**src/rtl/lod_pkg.sv**
```systemverilog
// ----------------------------------------------------------------------------
// lod_pkg
// Types, register codes and the control store of the Lorenz integrator.
// ----------------------------------------------------------------------------
`default_nettype none

package lod_pkg;

  localparam int unsigned WORD_W   = 32;
  localparam int unsigned FRAC_W   = 16;
  localparam int unsigned PROD_W   = 2 * WORD_W;
  localparam int unsigned RADDR_W  = 5;
  localparam int unsigned PC_W     = 8;
  localparam int unsigned METHOD_W = 3;
  localparam int unsigned STEP_W   = 17;
  localparam int unsigned CIDX_W   = 3;

  // ceil(2^33 / 3): (n * RECIP3) >> 34 is n / 6 for any 32-bit n
  localparam logic [WORD_W-1:0] RECIP3      = 32'hAAAA_AAAB;
  localparam int unsigned       RECIP_SHIFT = 34;

  typedef enum logic [3:0] {
    OP_NOP, OP_ADD, OP_SUB, OP_MOV, OP_MUL, OP_MUL6, OP_RND, OP_Q6, OP_DIV2,
    OP_CALL, OP_RET, OP_DISP, OP_DONE
  } op_e;

  typedef logic [RADDR_W-1:0] raddr_t;
  typedef logic [PC_W-1:0]    pc_t;

  // operand space: below R_NX are flops (point, coefficients), from R_NX up is the file
  localparam raddr_t R_PX  = 5'd0;
  localparam raddr_t R_PY  = 5'd1;
  localparam raddr_t R_PZ  = 5'd2;
  localparam raddr_t R_SIG = 5'd3;
  localparam raddr_t R_RHO = 5'd4;
  localparam raddr_t R_BET = 5'd5;
  localparam raddr_t R_H   = 5'd6;
  localparam raddr_t R_NX  = 5'd8;
  localparam raddr_t R_NY  = 5'd9;
  localparam raddr_t R_NZ  = 5'd10;
  localparam raddr_t R_DX  = 5'd11;
  localparam raddr_t R_DY  = 5'd12;
  localparam raddr_t R_DZ  = 5'd13;
  localparam raddr_t R_SX  = 5'd14;
  localparam raddr_t R_SY  = 5'd15;
  localparam raddr_t R_SZ  = 5'd16;
  localparam raddr_t R_T   = 5'd17;
  localparam raddr_t R_L   = 5'd18;
  localparam raddr_t R_U   = 5'd19;

  localparam logic [METHOD_W-1:0] M_EULER = 3'd0;
  localparam logic [METHOD_W-1:0] M_RK4   = 3'd1;
  localparam logic [METHOD_W-1:0] M_MID   = 3'd2;
  localparam logic [METHOD_W-1:0] M_EC    = 3'd3;
  localparam logic [METHOD_W-1:0] M_SYM   = 3'd4;

  localparam logic [CIDX_W-1:0] CFG_METHOD = 3'd0;
  localparam logic [CIDX_W-1:0] CFG_SIGMA  = 3'd1;
  localparam logic [CIDX_W-1:0] CFG_RHO    = 3'd2;
  localparam logic [CIDX_W-1:0] CFG_BETA   = 3'd3;
  localparam logic [CIDX_W-1:0] CFG_STEP   = 3'd4;

  localparam pc_t PC_LX  = 8'd4;
  localparam pc_t PC_LY  = 8'd8;
  localparam pc_t PC_LZ  = 8'd13;
  localparam pc_t PC_END = 8'd19;
  localparam pc_t PC_EUL = 8'd20;
  localparam pc_t PC_MID = 8'd33;
  localparam pc_t PC_RK4 = 8'd61;
  localparam pc_t PC_EC  = 8'd140;
  localparam pc_t PC_SYM = 8'd156;

  typedef struct packed {
    op_e    op;
    raddr_t dst;
    raddr_t a;
    raddr_t b;
    pc_t    tgt;
  } uword_t;

  typedef struct packed {
    op_e    op;
    raddr_t dst;
    raddr_t a;
    raddr_t b;
    logic   rd;
    logic   ex;
  } ctl_t;

  typedef struct packed {
    logic [METHOD_W-1:0] method;
    logic [WORD_W-1:0]   sigma;
    logic [WORD_W-1:0]   rho;
    logic [WORD_W-1:0]   beta;
    logic [STEP_W-1:0]   h;
  } cfg_t;

  function automatic uword_t uw(op_e op, raddr_t d, raddr_t a, raddr_t b, pc_t t);
    uword_t w;
    w.op  = op;
    w.dst = d;
    w.a   = a;
    w.b   = b;
    w.tgt = t;
    return w;
  endfunction

  function automatic uword_t i_mov(raddr_t d, raddr_t a);
    return uw(OP_MOV, d, a, R_PX, '0);
  endfunction
  function automatic uword_t i_add(raddr_t d, raddr_t a, raddr_t b);
    return uw(OP_ADD, d, a, b, '0);
  endfunction
  function automatic uword_t i_sub(raddr_t d, raddr_t a, raddr_t b);
    return uw(OP_SUB, d, a, b, '0);
  endfunction
  function automatic uword_t i_mul(raddr_t a, raddr_t b);
    return uw(OP_MUL, R_PX, a, b, '0);
  endfunction
  function automatic uword_t i_mul6(raddr_t a);
    return uw(OP_MUL6, R_PX, a, R_PX, '0);
  endfunction
  function automatic uword_t i_rnd(raddr_t d);
    return uw(OP_RND, d, R_PX, R_PX, '0);
  endfunction
  function automatic uword_t i_q6(raddr_t d);
    return uw(OP_Q6, d, R_PX, R_PX, '0);
  endfunction
  function automatic uword_t i_div2(raddr_t d, raddr_t a);
    return uw(OP_DIV2, d, a, R_PX, '0);
  endfunction
  function automatic uword_t i_call(pc_t t);
    return uw(OP_CALL, R_PX, R_PX, R_PX, t);
  endfunction
  function automatic uword_t i_ctl(op_e op);
    return uw(op, R_PX, R_PX, R_PX, '0);
  endfunction

  function automatic pc_t method_entry(logic [METHOD_W-1:0] m);
    pc_t p;
    case (m)
      M_EULER: p = PC_EUL;
      M_RK4:   p = PC_RK4;
      M_MID:   p = PC_MID;
      M_EC:    p = PC_EC;
      M_SYM:   p = PC_SYM;
      default: p = PC_END;
    endcase
    return p;
  endfunction

  // Control store. Lorenz terms are subroutines LX/LY/LZ reading N, writing D.
  function automatic uword_t ucode(pc_t pc);
    uword_t w;
    case (pc)
      // copy point to the working point, then branch on method
      8'd0:   w = i_mov(R_NX, R_PX);
      8'd1:   w = i_mov(R_NY, R_PY);
      8'd2:   w = i_mov(R_NZ, R_PZ);
      8'd3:   w = i_ctl(OP_DISP);
      // LX: sigma*(y-x)
      8'd4:   w = i_sub(R_L, R_NY, R_NX);
      8'd5:   w = i_mul(R_SIG, R_L);
      8'd6:   w = i_rnd(R_DX);
      8'd7:   w = i_ctl(OP_RET);
      // LY: x*(rho-z) - y
      8'd8:   w = i_sub(R_L, R_RHO, R_NZ);
      8'd9:   w = i_mul(R_NX, R_L);
      8'd10:  w = i_rnd(R_L);
      8'd11:  w = i_sub(R_DY, R_L, R_NY);
      8'd12:  w = i_ctl(OP_RET);
      // LZ: x*y - beta*z
      8'd13:  w = i_mul(R_NX, R_NY);
      8'd14:  w = i_rnd(R_L);
      8'd15:  w = i_mul(R_BET, R_NZ);
      8'd16:  w = i_rnd(R_U);
      8'd17:  w = i_sub(R_DZ, R_L, R_U);
      8'd18:  w = i_ctl(OP_RET);
      8'd19:  w = i_ctl(OP_DONE);
      // Euler
      8'd20:  w = i_call(PC_LX);
      8'd21:  w = i_call(PC_LY);
      8'd22:  w = i_call(PC_LZ);
      8'd23:  w = i_mul(R_H, R_DX);
      8'd24:  w = i_rnd(R_T);
      8'd25:  w = i_add(R_PX, R_PX, R_T);
      8'd26:  w = i_mul(R_H, R_DY);
      8'd27:  w = i_rnd(R_T);
      8'd28:  w = i_add(R_PY, R_PY, R_T);
      8'd29:  w = i_mul(R_H, R_DZ);
      8'd30:  w = i_rnd(R_T);
      8'd31:  w = i_add(R_PZ, R_PZ, R_T);
      8'd32:  w = i_ctl(OP_DONE);
      // midpoint
      8'd33:  w = i_call(PC_LX);
      8'd34:  w = i_call(PC_LY);
      8'd35:  w = i_call(PC_LZ);
      8'd36:  w = i_mul(R_H, R_DX);
      8'd37:  w = i_rnd(R_T);
      8'd38:  w = i_div2(R_T, R_T);
      8'd39:  w = i_add(R_NX, R_PX, R_T);
      8'd40:  w = i_mul(R_H, R_DY);
      8'd41:  w = i_rnd(R_T);
      8'd42:  w = i_div2(R_T, R_T);
      8'd43:  w = i_add(R_NY, R_PY, R_T);
      8'd44:  w = i_mul(R_H, R_DZ);
      8'd45:  w = i_rnd(R_T);
      8'd46:  w = i_div2(R_T, R_T);
      8'd47:  w = i_add(R_NZ, R_PZ, R_T);
      8'd48:  w = i_call(PC_LX);
      8'd49:  w = i_call(PC_LY);
      8'd50:  w = i_call(PC_LZ);
      8'd51:  w = i_mul(R_H, R_DX);
      8'd52:  w = i_rnd(R_T);
      8'd53:  w = i_add(R_PX, R_PX, R_T);
      8'd54:  w = i_mul(R_H, R_DY);
      8'd55:  w = i_rnd(R_T);
      8'd56:  w = i_add(R_PY, R_PY, R_T);
      8'd57:  w = i_mul(R_H, R_DZ);
      8'd58:  w = i_rnd(R_T);
      8'd59:  w = i_add(R_PZ, R_PZ, R_T);
      8'd60:  w = i_ctl(OP_DONE);
      // RK4, k1
      8'd61:  w = i_call(PC_LX);
      8'd62:  w = i_call(PC_LY);
      8'd63:  w = i_call(PC_LZ);
      8'd64:  w = i_mov(R_SX, R_DX);
      8'd65:  w = i_mul(R_H, R_DX);
      8'd66:  w = i_rnd(R_T);
      8'd67:  w = i_div2(R_T, R_T);
      8'd68:  w = i_add(R_NX, R_PX, R_T);
      8'd69:  w = i_mov(R_SY, R_DY);
      8'd70:  w = i_mul(R_H, R_DY);
      8'd71:  w = i_rnd(R_T);
      8'd72:  w = i_div2(R_T, R_T);
      8'd73:  w = i_add(R_NY, R_PY, R_T);
      8'd74:  w = i_mov(R_SZ, R_DZ);
      8'd75:  w = i_mul(R_H, R_DZ);
      8'd76:  w = i_rnd(R_T);
      8'd77:  w = i_div2(R_T, R_T);
      8'd78:  w = i_add(R_NZ, R_PZ, R_T);
      // k2
      8'd79:  w = i_call(PC_LX);
      8'd80:  w = i_call(PC_LY);
      8'd81:  w = i_call(PC_LZ);
      8'd82:  w = i_add(R_T, R_DX, R_DX);
      8'd83:  w = i_add(R_SX, R_SX, R_T);
      8'd84:  w = i_mul(R_H, R_DX);
      8'd85:  w = i_rnd(R_T);
      8'd86:  w = i_div2(R_T, R_T);
      8'd87:  w = i_add(R_NX, R_PX, R_T);
      8'd88:  w = i_add(R_T, R_DY, R_DY);
      8'd89:  w = i_add(R_SY, R_SY, R_T);
      8'd90:  w = i_mul(R_H, R_DY);
      8'd91:  w = i_rnd(R_T);
      8'd92:  w = i_div2(R_T, R_T);
      8'd93:  w = i_add(R_NY, R_PY, R_T);
      8'd94:  w = i_add(R_T, R_DZ, R_DZ);
      8'd95:  w = i_add(R_SZ, R_SZ, R_T);
      8'd96:  w = i_mul(R_H, R_DZ);
      8'd97:  w = i_rnd(R_T);
      8'd98:  w = i_div2(R_T, R_T);
      8'd99:  w = i_add(R_NZ, R_PZ, R_T);
      // k3
      8'd100: w = i_call(PC_LX);
      8'd101: w = i_call(PC_LY);
      8'd102: w = i_call(PC_LZ);
      8'd103: w = i_add(R_T, R_DX, R_DX);
      8'd104: w = i_add(R_SX, R_SX, R_T);
      8'd105: w = i_mul(R_H, R_DX);
      8'd106: w = i_rnd(R_T);
      8'd107: w = i_add(R_NX, R_PX, R_T);
      8'd108: w = i_add(R_T, R_DY, R_DY);
      8'd109: w = i_add(R_SY, R_SY, R_T);
      8'd110: w = i_mul(R_H, R_DY);
      8'd111: w = i_rnd(R_T);
      8'd112: w = i_add(R_NY, R_PY, R_T);
      8'd113: w = i_add(R_T, R_DZ, R_DZ);
      8'd114: w = i_add(R_SZ, R_SZ, R_T);
      8'd115: w = i_mul(R_H, R_DZ);
      8'd116: w = i_rnd(R_T);
      8'd117: w = i_add(R_NZ, R_PZ, R_T);
      // k4 and the weighted update
      8'd118: w = i_call(PC_LX);
      8'd119: w = i_call(PC_LY);
      8'd120: w = i_call(PC_LZ);
      8'd121: w = i_add(R_SX, R_SX, R_DX);
      8'd122: w = i_mul(R_H, R_SX);
      8'd123: w = i_rnd(R_T);
      8'd124: w = i_mul6(R_T);
      8'd125: w = i_q6(R_T);
      8'd126: w = i_add(R_PX, R_PX, R_T);
      8'd127: w = i_add(R_SY, R_SY, R_DY);
      8'd128: w = i_mul(R_H, R_SY);
      8'd129: w = i_rnd(R_T);
      8'd130: w = i_mul6(R_T);
      8'd131: w = i_q6(R_T);
      8'd132: w = i_add(R_PY, R_PY, R_T);
      8'd133: w = i_add(R_SZ, R_SZ, R_DZ);
      8'd134: w = i_mul(R_H, R_SZ);
      8'd135: w = i_rnd(R_T);
      8'd136: w = i_mul6(R_T);
      8'd137: w = i_q6(R_T);
      8'd138: w = i_add(R_PZ, R_PZ, R_T);
      8'd139: w = i_ctl(OP_DONE);
      // Euler-Cromer: each axis sees the axes already updated
      8'd140: w = i_call(PC_LX);
      8'd141: w = i_mul(R_H, R_DX);
      8'd142: w = i_rnd(R_T);
      8'd143: w = i_add(R_NX, R_PX, R_T);
      8'd144: w = i_call(PC_LY);
      8'd145: w = i_mul(R_H, R_DY);
      8'd146: w = i_rnd(R_T);
      8'd147: w = i_add(R_NY, R_PY, R_T);
      8'd148: w = i_call(PC_LZ);
      8'd149: w = i_mul(R_H, R_DZ);
      8'd150: w = i_rnd(R_T);
      8'd151: w = i_add(R_NZ, R_PZ, R_T);
      8'd152: w = i_mov(R_PX, R_NX);
      8'd153: w = i_mov(R_PY, R_NY);
      8'd154: w = i_mov(R_PZ, R_NZ);
      8'd155: w = i_ctl(OP_DONE);
      // symmetric half steps x, y, z, z, y, x
      8'd156: w = i_call(PC_LX);
      8'd157: w = i_mul(R_H, R_DX);
      8'd158: w = i_rnd(R_T);
      8'd159: w = i_div2(R_T, R_T);
      8'd160: w = i_add(R_NX, R_NX, R_T);
      8'd161: w = i_call(PC_LY);
      8'd162: w = i_mul(R_H, R_DY);
      8'd163: w = i_rnd(R_T);
      8'd164: w = i_div2(R_T, R_T);
      8'd165: w = i_add(R_NY, R_NY, R_T);
      8'd166: w = i_call(PC_LZ);
      8'd167: w = i_mul(R_H, R_DZ);
      8'd168: w = i_rnd(R_T);
      8'd169: w = i_div2(R_T, R_T);
      8'd170: w = i_add(R_NZ, R_NZ, R_T);
      8'd171: w = i_call(PC_LZ);
      8'd172: w = i_mul(R_H, R_DZ);
      8'd173: w = i_rnd(R_T);
      8'd174: w = i_div2(R_T, R_T);
      8'd175: w = i_add(R_NZ, R_NZ, R_T);
      8'd176: w = i_call(PC_LY);
      8'd177: w = i_mul(R_H, R_DY);
      8'd178: w = i_rnd(R_T);
      8'd179: w = i_div2(R_T, R_T);
      8'd180: w = i_add(R_NY, R_NY, R_T);
      8'd181: w = i_call(PC_LX);
      8'd182: w = i_mul(R_H, R_DX);
      8'd183: w = i_rnd(R_T);
      8'd184: w = i_div2(R_T, R_T);
      8'd185: w = i_add(R_NX, R_NX, R_T);
      8'd186: w = i_mov(R_PX, R_NX);
      8'd187: w = i_mov(R_PY, R_NY);
      8'd188: w = i_mov(R_PZ, R_NZ);
      default: w = i_ctl(OP_DONE);
    endcase
    return w;
  endfunction

endpackage

`default_nettype wire

```
**src/rtl/lod_dpath.sv**
```systemverilog
// ----------------------------------------------------------------------------
// lod_dpath
// Datapath: register file, saturating adder, shared multiplier, rounding.
// ----------------------------------------------------------------------------
`default_nettype none

module lod_dpath import lod_pkg::*; (
  input  logic              clk_i,
  input  logic              rst_ni,
  input  ctl_t              ctl_i,
  input  cfg_t              cfg_i,
  input  logic              load_i,
  input  logic [WORD_W-1:0] load_x_i,
  input  logic [WORD_W-1:0] load_y_i,
  input  logic [WORD_W-1:0] load_z_i,
  output logic [WORD_W-1:0] pos_x_o,
  output logic [WORD_W-1:0] pos_y_o,
  output logic [WORD_W-1:0] pos_z_o
);

  localparam int unsigned MW = PROD_W - FRAC_W;
  localparam int unsigned QW = PROD_W - RECIP_SHIFT;

  logic [WORD_W-1:0] mem [2**RADDR_W];
  logic [WORD_W-1:0] px_q, py_q, pz_q;
  logic [WORD_W-1:0] opa_q, opb_q;
  logic [PROD_W-1:0] prod_q;
  logic              neg_q;

  logic [WORD_W-1:0] spec_a, spec_b;
  logic [WORD_W:0]   sum_c, dif_c;
  logic [WORD_W-1:0] mag_a, mag_b, mul_x, mul_y, res_c;
  logic [PROD_W-1:0] prod_c, rnd_c;
  logic [WORD_W:0]   half_c;
  logic [WORD_W-1:0] half_m;
  logic              wr_en;

  function automatic logic [WORD_W-1:0] sel_spec(raddr_t r, logic [WORD_W-1:0] x,
                                                 logic [WORD_W-1:0] y, logic [WORD_W-1:0] z,
                                                 cfg_t c);
    logic [WORD_W-1:0] v;
    case (r)
      R_PX:    v = x;
      R_PY:    v = y;
      R_PZ:    v = z;
      R_SIG:   v = c.sigma;
      R_RHO:   v = c.rho;
      R_BET:   v = c.beta;
      R_H:     v = {{(WORD_W-STEP_W){1'b0}}, c.h};
      default: v = '0;
    endcase
    return v;
  endfunction

  function automatic logic [WORD_W-1:0] sat(logic [WORD_W:0] s);
    logic [WORD_W-1:0] v;
    if (s[WORD_W] != s[WORD_W-1]) begin
      v = s[WORD_W] ? {1'b1, {(WORD_W-1){1'b0}}} : {1'b0, {(WORD_W-1){1'b1}}};
    end else begin
      v = s[WORD_W-1:0];
    end
    return v;
  endfunction

  // magnitude and sign back to a word, clamped to the signed range
  function automatic logic [WORD_W-1:0] from_mag(logic [MW-1:0] m, logic neg);
    logic [MW-1:0] lim;
    logic [MW-1:0] c;
    lim = neg ? (MW'(1) << (WORD_W-1)) : ((MW'(1) << (WORD_W-1)) - MW'(1));
    c   = (m > lim) ? lim : m;
    return neg ? (-c[WORD_W-1:0]) : c[WORD_W-1:0];
  endfunction

  assign spec_a = sel_spec(ctl_i.a, px_q, py_q, pz_q, cfg_i);
  assign spec_b = sel_spec(ctl_i.b, px_q, py_q, pz_q, cfg_i);

  // operand read, registered
  always_ff @(posedge clk_i) begin
    if (ctl_i.rd) begin
      opa_q <= (ctl_i.a < R_NX) ? spec_a : mem[ctl_i.a];
      opb_q <= (ctl_i.b < R_NX) ? spec_b : mem[ctl_i.b];
    end
  end

  always_comb begin
    sum_c  = {opa_q[WORD_W-1], opa_q} + {opb_q[WORD_W-1], opb_q};
    dif_c  = {opa_q[WORD_W-1], opa_q} - {opb_q[WORD_W-1], opb_q};
    mag_a  = opa_q[WORD_W-1] ? -opa_q : opa_q;
    mag_b  = opb_q[WORD_W-1] ? -opb_q : opb_q;
    // divide by six: (|t| + 3) times the reciprocal of three, shifted
    mul_x  = (ctl_i.op == OP_MUL6) ? (mag_a + WORD_W'(3)) : mag_a;
    mul_y  = (ctl_i.op == OP_MUL6) ? RECIP3 : mag_b;
    prod_c = {{WORD_W{1'b0}}, mul_x} * {{WORD_W{1'b0}}, mul_y};
    rnd_c  = prod_q + (PROD_W'(1) << (FRAC_W-1));
    half_c = {1'b0, mag_a} + {{WORD_W{1'b0}}, 1'b1};
    half_m = half_c[WORD_W:1];
    case (ctl_i.op)
      OP_ADD:  res_c = sat(sum_c);
      OP_SUB:  res_c = sat(dif_c);
      OP_RND:  res_c = from_mag(rnd_c[PROD_W-1:FRAC_W], neg_q);
      OP_Q6:   res_c = from_mag({{(MW-QW){1'b0}}, prod_q[PROD_W-1:RECIP_SHIFT]}, neg_q);
      OP_DIV2: res_c = opa_q[WORD_W-1] ? -half_m : half_m;
      default: res_c = opa_q;
    endcase
    wr_en = ctl_i.ex && (ctl_i.op inside {OP_ADD, OP_SUB, OP_MOV, OP_RND, OP_Q6, OP_DIV2});
  end

  always_ff @(posedge clk_i) begin
    if (ctl_i.ex && (ctl_i.op == OP_MUL || ctl_i.op == OP_MUL6)) begin
      prod_q <= prod_c;
      neg_q  <= (ctl_i.op == OP_MUL6) ? opa_q[WORD_W-1]
                                      : (opa_q[WORD_W-1] ^ opb_q[WORD_W-1]);
    end
    if (wr_en && ctl_i.dst >= R_NX) begin
      mem[ctl_i.dst] <= res_c;
    end
  end

  always_ff @(posedge clk_i or negedge rst_ni) begin
    if (!rst_ni) begin
      px_q <= '0;
      py_q <= '0;
      pz_q <= '0;
    end else if (load_i) begin
      px_q <= load_x_i;
      py_q <= load_y_i;
      pz_q <= load_z_i;
    end else if (wr_en) begin
      case (ctl_i.dst)
        R_PX:    px_q <= res_c;
        R_PY:    py_q <= res_c;
        R_PZ:    pz_q <= res_c;
        default: ;
      endcase
    end
  end

  assign pos_x_o = px_q;
  assign pos_y_o = py_q;
  assign pos_z_o = pz_q;

endmodule

`default_nettype wire

```
**config.mk**
```make
export PLATFORM = sky130hd
export DESIGN_NAME = lod_dpath
export DESIGN_NICKNAME = d
export VERILOG_FILES = /design/src/rtl/lod_pkg.sv /design/src/rtl/lod_dpath.sv
export SDC_FILE = /design/constraint.sdc
export NUM_CORES = 2
export LEC_CHECK = 0
export ABC_AREA = 1
export BUFFER_PORTS_ARGS = -buffer_cell sky130_fd_sc_hd__buf_2
export CORE_UTILIZATION = 40
export DETAILED_ROUTE_END_ITERATION = 10
export PLACE_DENSITY_LB_ADDON = 0.2
export SLEW_MARGIN = 20
export SYNTH_ARGS = -nofsm -noshare
export SYNTH_HDL_FRONTEND = slang
export SYNTH_SLANG_ARGS = --single-unit
```
**constraint.sdc**
```tcl
create_clock -name clk_i -period 26.3 [get_ports clk_i]
set_clock_uncertainty 0.15 [all_clocks]
set_input_delay 3.945 -clock clk_i [delete_from_list [all_inputs] [get_ports clk_i]]
set_output_delay 3.945 -clock clk_i [all_outputs]
set_load 0.01 [all_outputs]
```
# Word level (Yosys, flattened, before mapping)
# Memories as Yosys holds them, arrays and structs flattened.
# Cells that the tools add are included.
[totals] input_bits=236 n_memories=1 output_inout_bits=96 word_cells=95 ff_bits=225 ram_bits=1024
[memory_table] memory="mem" words=32 width=32 read_ports=2 rd_ports_with_merged_regs=0 wr=1 line_no="lod_dpath.sv:24" source="logic [WORD_W-1:0] mem [2**RADDR_W];"
[classes] n_reduce_logical=15 bitwise=1 mul=1 n_addsub=10 mux=31 eq_ne=24 magnitude_cmp=5
[op_table] operator="2-to-1 mux 32 bit" n=25
[op_table] operator="one-hot mux 32 bit (7 select lines)" n=2
[op_table] operator="negation 32 bit" n=5
[op_table] operator="one-hot mux 32 bit (5 select lines)" n=1
[op_table] operator="adder 64 x 16 -> 64 bit, second input constant" n=1
[op_table] operator="multiplier 32 x 32 -> 64 bit" n=1
[op_table] operator="> comparator 48 x 32 -> 1 bit" n=1
[op_table] operator="adder 32 x 1 -> 33 bit, second input constant" n=1
[op_table] operator="adder 32 x 32 -> 33 bit" n=1
[op_table] operator="subtractor 32 x 32 -> 33 bit" n=1
[op_table] operator="adder 32 x 2 -> 32 bit, second input constant" n=1
[op_table] operator="> comparator 30 x 32 -> 1 bit" n=1
[op_table] operator="== test 5 x 3 -> 1 bit, second input constant" n=6
[op_table] operator="== test 5 x 2 -> 1 bit, second input constant" n=5
[op_table] operator="== test 4 x 3 -> 1 bit, second input constant" n=4
[op_table] operator="== test 5 x 1 -> 1 bit, second input constant" n=3
[op_table] operator="logical NOT 5 bit" n=3
[op_table] operator="less-than comparator 5 x 4 -> 1 bit, second input constant" n=2
[op_table] operator="== test 4 x 2 -> 1 bit, second input constant" n=2
[op_table] operator="nonzero test 2 bit" n=4
[op_table] operator="AND reduction 2 bit" n=3
[op_table] operator="nonzero test 6 bit" n=1
[op_table] operator=">= comparator 5 x 4 -> 1 bit, second input constant" n=1
[op_table] operator="== test 4 x 1 -> 1 bit, second input constant" n=1
[op_table] operator="other kinds (6)" n=11

# Depth between registers and ports, before layout
[logic_depth] depth_word=9 mapped_depth=52 mapped_depth_nobuf=49

# Least setup slack after synthesis
# OpenSTA, ideal clock, no wires.
[synth_path] path_kind="input -> register" start="input port ctl_i[17] (netlist name)" end="register prod_q[56], data pin" required_ps=25891 stages=40 t_arrival_ps=11872 slack_ps=14020 setup_time_ps=259 n_path_buf=1 path_cell_list="inv_1 nor2_1 nand2_1 inv_2 nand2_1 nor2_1 nand2_1 nor2_1 inv_1 nor2_1 inv_1 nor2_1 nand2_1 nand2_1 nand2_1 inv_1 clkbuf_1 nor2_1 (+4 left out) fa_1 inv_1 fa_1 fa_1 fa_1 fa_1 ha_1 a21oi_1 inv_1 a31oi_1 inv_1 a221oi_1 o21ai_0 a31oi_1 o21ai_0 nand4_1 nand2_1 xor2_1"
[synth_via] elab_chain_cells=3 elab_cells_between_ends=4 cone_classes="1 x mul; 1 x eq/ne; 2 x mux"
[synth_lines] item="start: declaration" line_no="lod_dpath.sv:10" source="input ctl_t ctl_i,"
[synth_lines] item="== test 4 x 3 -> 1 bit *" line_no="lod_dpath.sv:91, lod_dpath.sv:92"
[synth_lines] item="2-to-1 mux 32 bit (on tied branches)" line_no="lod_dpath.sv:91, lod_dpath.sv:92"
[synth_lines] item="multiplier 32 x 32 -> 64 bit *" line_no="lod_dpath.sv:93" source="prod_c = {{WORD_W{1'b0}}, mul_x} * {{WORD_W{1'b0}}, mul_y};"
[synth_lines] item="via prod_c[56]" line_no="lod_dpath.sv:33" source="logic [PROD_W-1:0] prod_c, rnd_c;"
[synth_lines] item="end signal: assignment" line_no="lod_dpath.sv:110" source="prod_q <= prod_c;"
[synth_lines] item="end: declaration" line_no="lod_dpath.sv:27" source="logic [PROD_W-1:0] prod_q;"
# The timed path passes the listed nets; every way through them passes the cells marked *.
# A chain may end at the register's enable or synchronous reset.

# Worst setup path in the final report
# Ends and elaborated chain as after synthesis.

==> qor.yml <==
placement:
  dpl_worst_slack_ns: 11.08
  numPortBuffers: 328
  placement.cell_area_mm2: 0.0975
  gp_congestion: 1.05
  place_hpwl_mm: 313
route:
  viasPerCell: 5.95
  vias: 84900
  ant_nets: 0
  wirelength_mm: 424
  drt_iter0_drc: 10900
  drc: 0
  drtPass1Iterations: 7
  wl_per_cell_um: 29.7
timing:
  tns_ns: 0
  setup_viol: 0
  worst_slack_ns: 11.63
  finalCriticalPeriod_ns: 14.67
  fin_hold_ws_ns: 0.409
  rsz0062_at_grt: "no"
  fmax_mhz: 68.1
  slew_viol_final: 0
  maxSlewHeadroom: 0.106
  period_share: 0.558
  max_slew.worst_pin.slew_ns: 1.33
  hold_violations: 0
clock_tree:
  cts_root_buf: "clkbuf_16"
  clock_path_buffers: 3
  cts-resized-gates: 0
  h-tree-depth: 3
  numCtsBuffers: 101
  cts.clk_slew.worst_paths_ns: 0.06
  cts_tree: "built"
  post-cts-setup-buffers: 0
  clock_sinks: 978
  holdBufCountCts: 0
  clkLatencyLatePin_ns: 0.77
setup_path:
  worstPathArrival_ns: 15.08
  critPathSlowestCell: "fa_1"
  criticalPathCategory: "in -> reg"
  worst-path-max-fanout: 24
  startpoint_type: "input pin"
  crit_path_max_incr_delay_ns: 0.59
  critPathCaptureType: "flop"
  cp.required_ns: 26.71
synth:
  syn-cell-area_mm2: 0.0920
  synthFlopType: "edfxtp_1"
  synth_edf_count: 882
  syn_area_per_cell_um2: 8.34
  yosysWarnings: 0
  syn_nets: 12500
  seq_area_frac_synth: 0.314
  synth.ff_latch_count: 978
  synthArstFlopShare: 0.0982
  postSynthCellCount: 11000
  synth_cell_type_count: 79
cells_and_area:
  syn_to_final_growth_pct: 9.54
  multiInputGateArea_mm2: 0.0542
  mostFrequentLayoutCells: "nand2_1 (2573), inv_1 (1846), nor2_1 (927)"
  layout_commonest_cell: "nand2_1"
  nFillCells: 22600
  drive_gt1_frac: 0.0843
  seq_area_mm2: 0.0289
  stdcell_area_mm2: 0.101
  layout.nets: 12700
die:
  num_io_pins: 332
  core-area_mm2: 0.228
  initial_core_util: 0.404
  num_rows: 175
  die_w_um: 482
  die-height_um: 482
  die-area_mm2: 0.232
global_routing:
  grt.overflow.total: 0
  grt_use_total: 0.360
  grt_antenna_before_repair: 32
  grt_pass1_vias: 82100
  grt_first_pass_wirelength_mm: 597
  grt_max_degree: 127
job:
  cap_violations: 0
worst_hold_path:
  min_path_type: "reg -> reg"
run_status:
  status: "finished, final reports clean"
-- stage by stage --
step                      utilization  std cells
after global placement          0.428      14100
after CTS                       0.442      14300
after floorplan                     -      11000
after global routing            0.442      14300
final                           0.442      14300
after detailed placement        0.428      14100
-- cell type report --
cell class / instances / share of cell area
flip-flops and latches: 978 / 0.287
inverters: 1907 / 0.0711
multi-input cells: 7609 / 0.538
diodes: 14 / 0.000347
clock inverters: 55 / 0.00575
repair buffers: 564 / 0.0347
clock buffers: 129 / 0.0266
well taps: 3009 / 0.0373
-- synth_stat cells, drive strengths merged (2+ instances only) --
| cell type | count | area, um2 |
|---|---|---|
| o311ai | 9 | 78.8 |
| a221oi | 178 | 1560 |
| o2111ai | 68 | 596 |
| and2 | 7 | 43.8 |
| o22ai | 199 | 1240 |
| xor2 | 129 | 1140 |
| nand3b | 9 | 67.6 |
| clkinv | 30 | 114 |
| nor3 | 67 | 357 |
| a211o | 25 | 219 |
| inv | 1877 | 7050 |
| xnor2 | 35 | 307 |
| a21o | 11 | 82.6 |
| nor4 | 11 | 68.8 |
| o31ai | 7 | 57.6 |
| o211a | 3 | 30.0 |
| a21boi | 14 | 105 |
| nor2 | 1035 | 4160 |
| o211ai | 45 | 338 |
| and3b | 2 | 17.5 |
| edfxtp | 882 | 26500 |
| and3 | 2 | 12.5 |
| a21oi | 373 | 1870 |
| a41oi | 4 | 35.0 |
| nand4 | 303 | 1910 |
| nand3 | 393 | 2060 |
| o21ai | 460 | 2340 |
| o2bb2ai | 3 | 26.3 |
| a22o | 33 | 289 |
| a2111oi | 12 | 105 |
| a211oi | 14 | 105 |
| nor3b | 2 | 15.0 |
| o21a | 11 | 82.6 |
| a31oi | 54 | 344 |
| a22oi | 141 | 1060 |
| o221ai | 30 | 263 |
| dfrtp | 96 | 2400 |
| nand2 | 2609 | 9890 |
| fa | 897 | 18000 |
| buf | 103 | 548 |
| ha | 365 | 4570 |
| clkbuf | 435 | 1640 |
| o21bai | 28 | 221 |
| or2 | 8 | 50.1 |
| a32o | 7 | 70.1 |
-- worst paths after layout --
| check | startpoint | endpoint | slack (ns) | cells after the start |
|---|---|---|---|---|
| max in group asynchronous | rst_ni | pos_y_o[17] | 21.58 | 2 |
| min | pos_z_o[5] | pos_z_o[5] | 0.41 | 2 |
| max | ctl_i[17] | prod_q[56] | 11.63 | 43 |
| min in group asynchronous | rst_ni | pos_x_o[30] | 3.16 | 1 |
| max reg2reg | opa_q[0] | prod_q[56] | 14.04 | 45 |
| min reg2reg | pos_z_o[5] | pos_z_o[5] | 0.41 | 2 |
-- cells by family after synthesis --
logic type / synth area share
compound gates: 0.121
buf+inv: 0.102
xor+xnor: 0.0157
simple gates: 0.203
fa+ha+maj: 0.245
flops: 0.314
-- sequential cells by signal, summed over array words and instances (netlist names) --
name	flops
mem	768
neg_q	1
opa_q	32
opb_q	32
pos_x_o	32
pos_y_o	32
pos_z_o	32
prod_q	49
-- routing by layer --
layer	share of wire	vias to the layer above	routed length, um	global-route usage
li1	-	36400	-	-
met1	0.41	42500	172000	0.500
met2	0.43	5202	182000	0.536
met3	0.12	856	49300	0.0901
met4	0.047	20	19900	0.141
met5	0.00031	-	133	0
-- worst max-delay path, delay by kind of cell --
family / cells / cell delay [ns]
compound gates: 3 / 1.29
buf+inv: 13 / 2.56
xor+xnor: 1 / 0.17
fa+ha+maj: 9 / 4.28
simple gates: 17 / 2.70
Power is left out: the tool's default activity adds up to more than one toggle a clock period on the data nets, which glitch-free logic cannot reach.
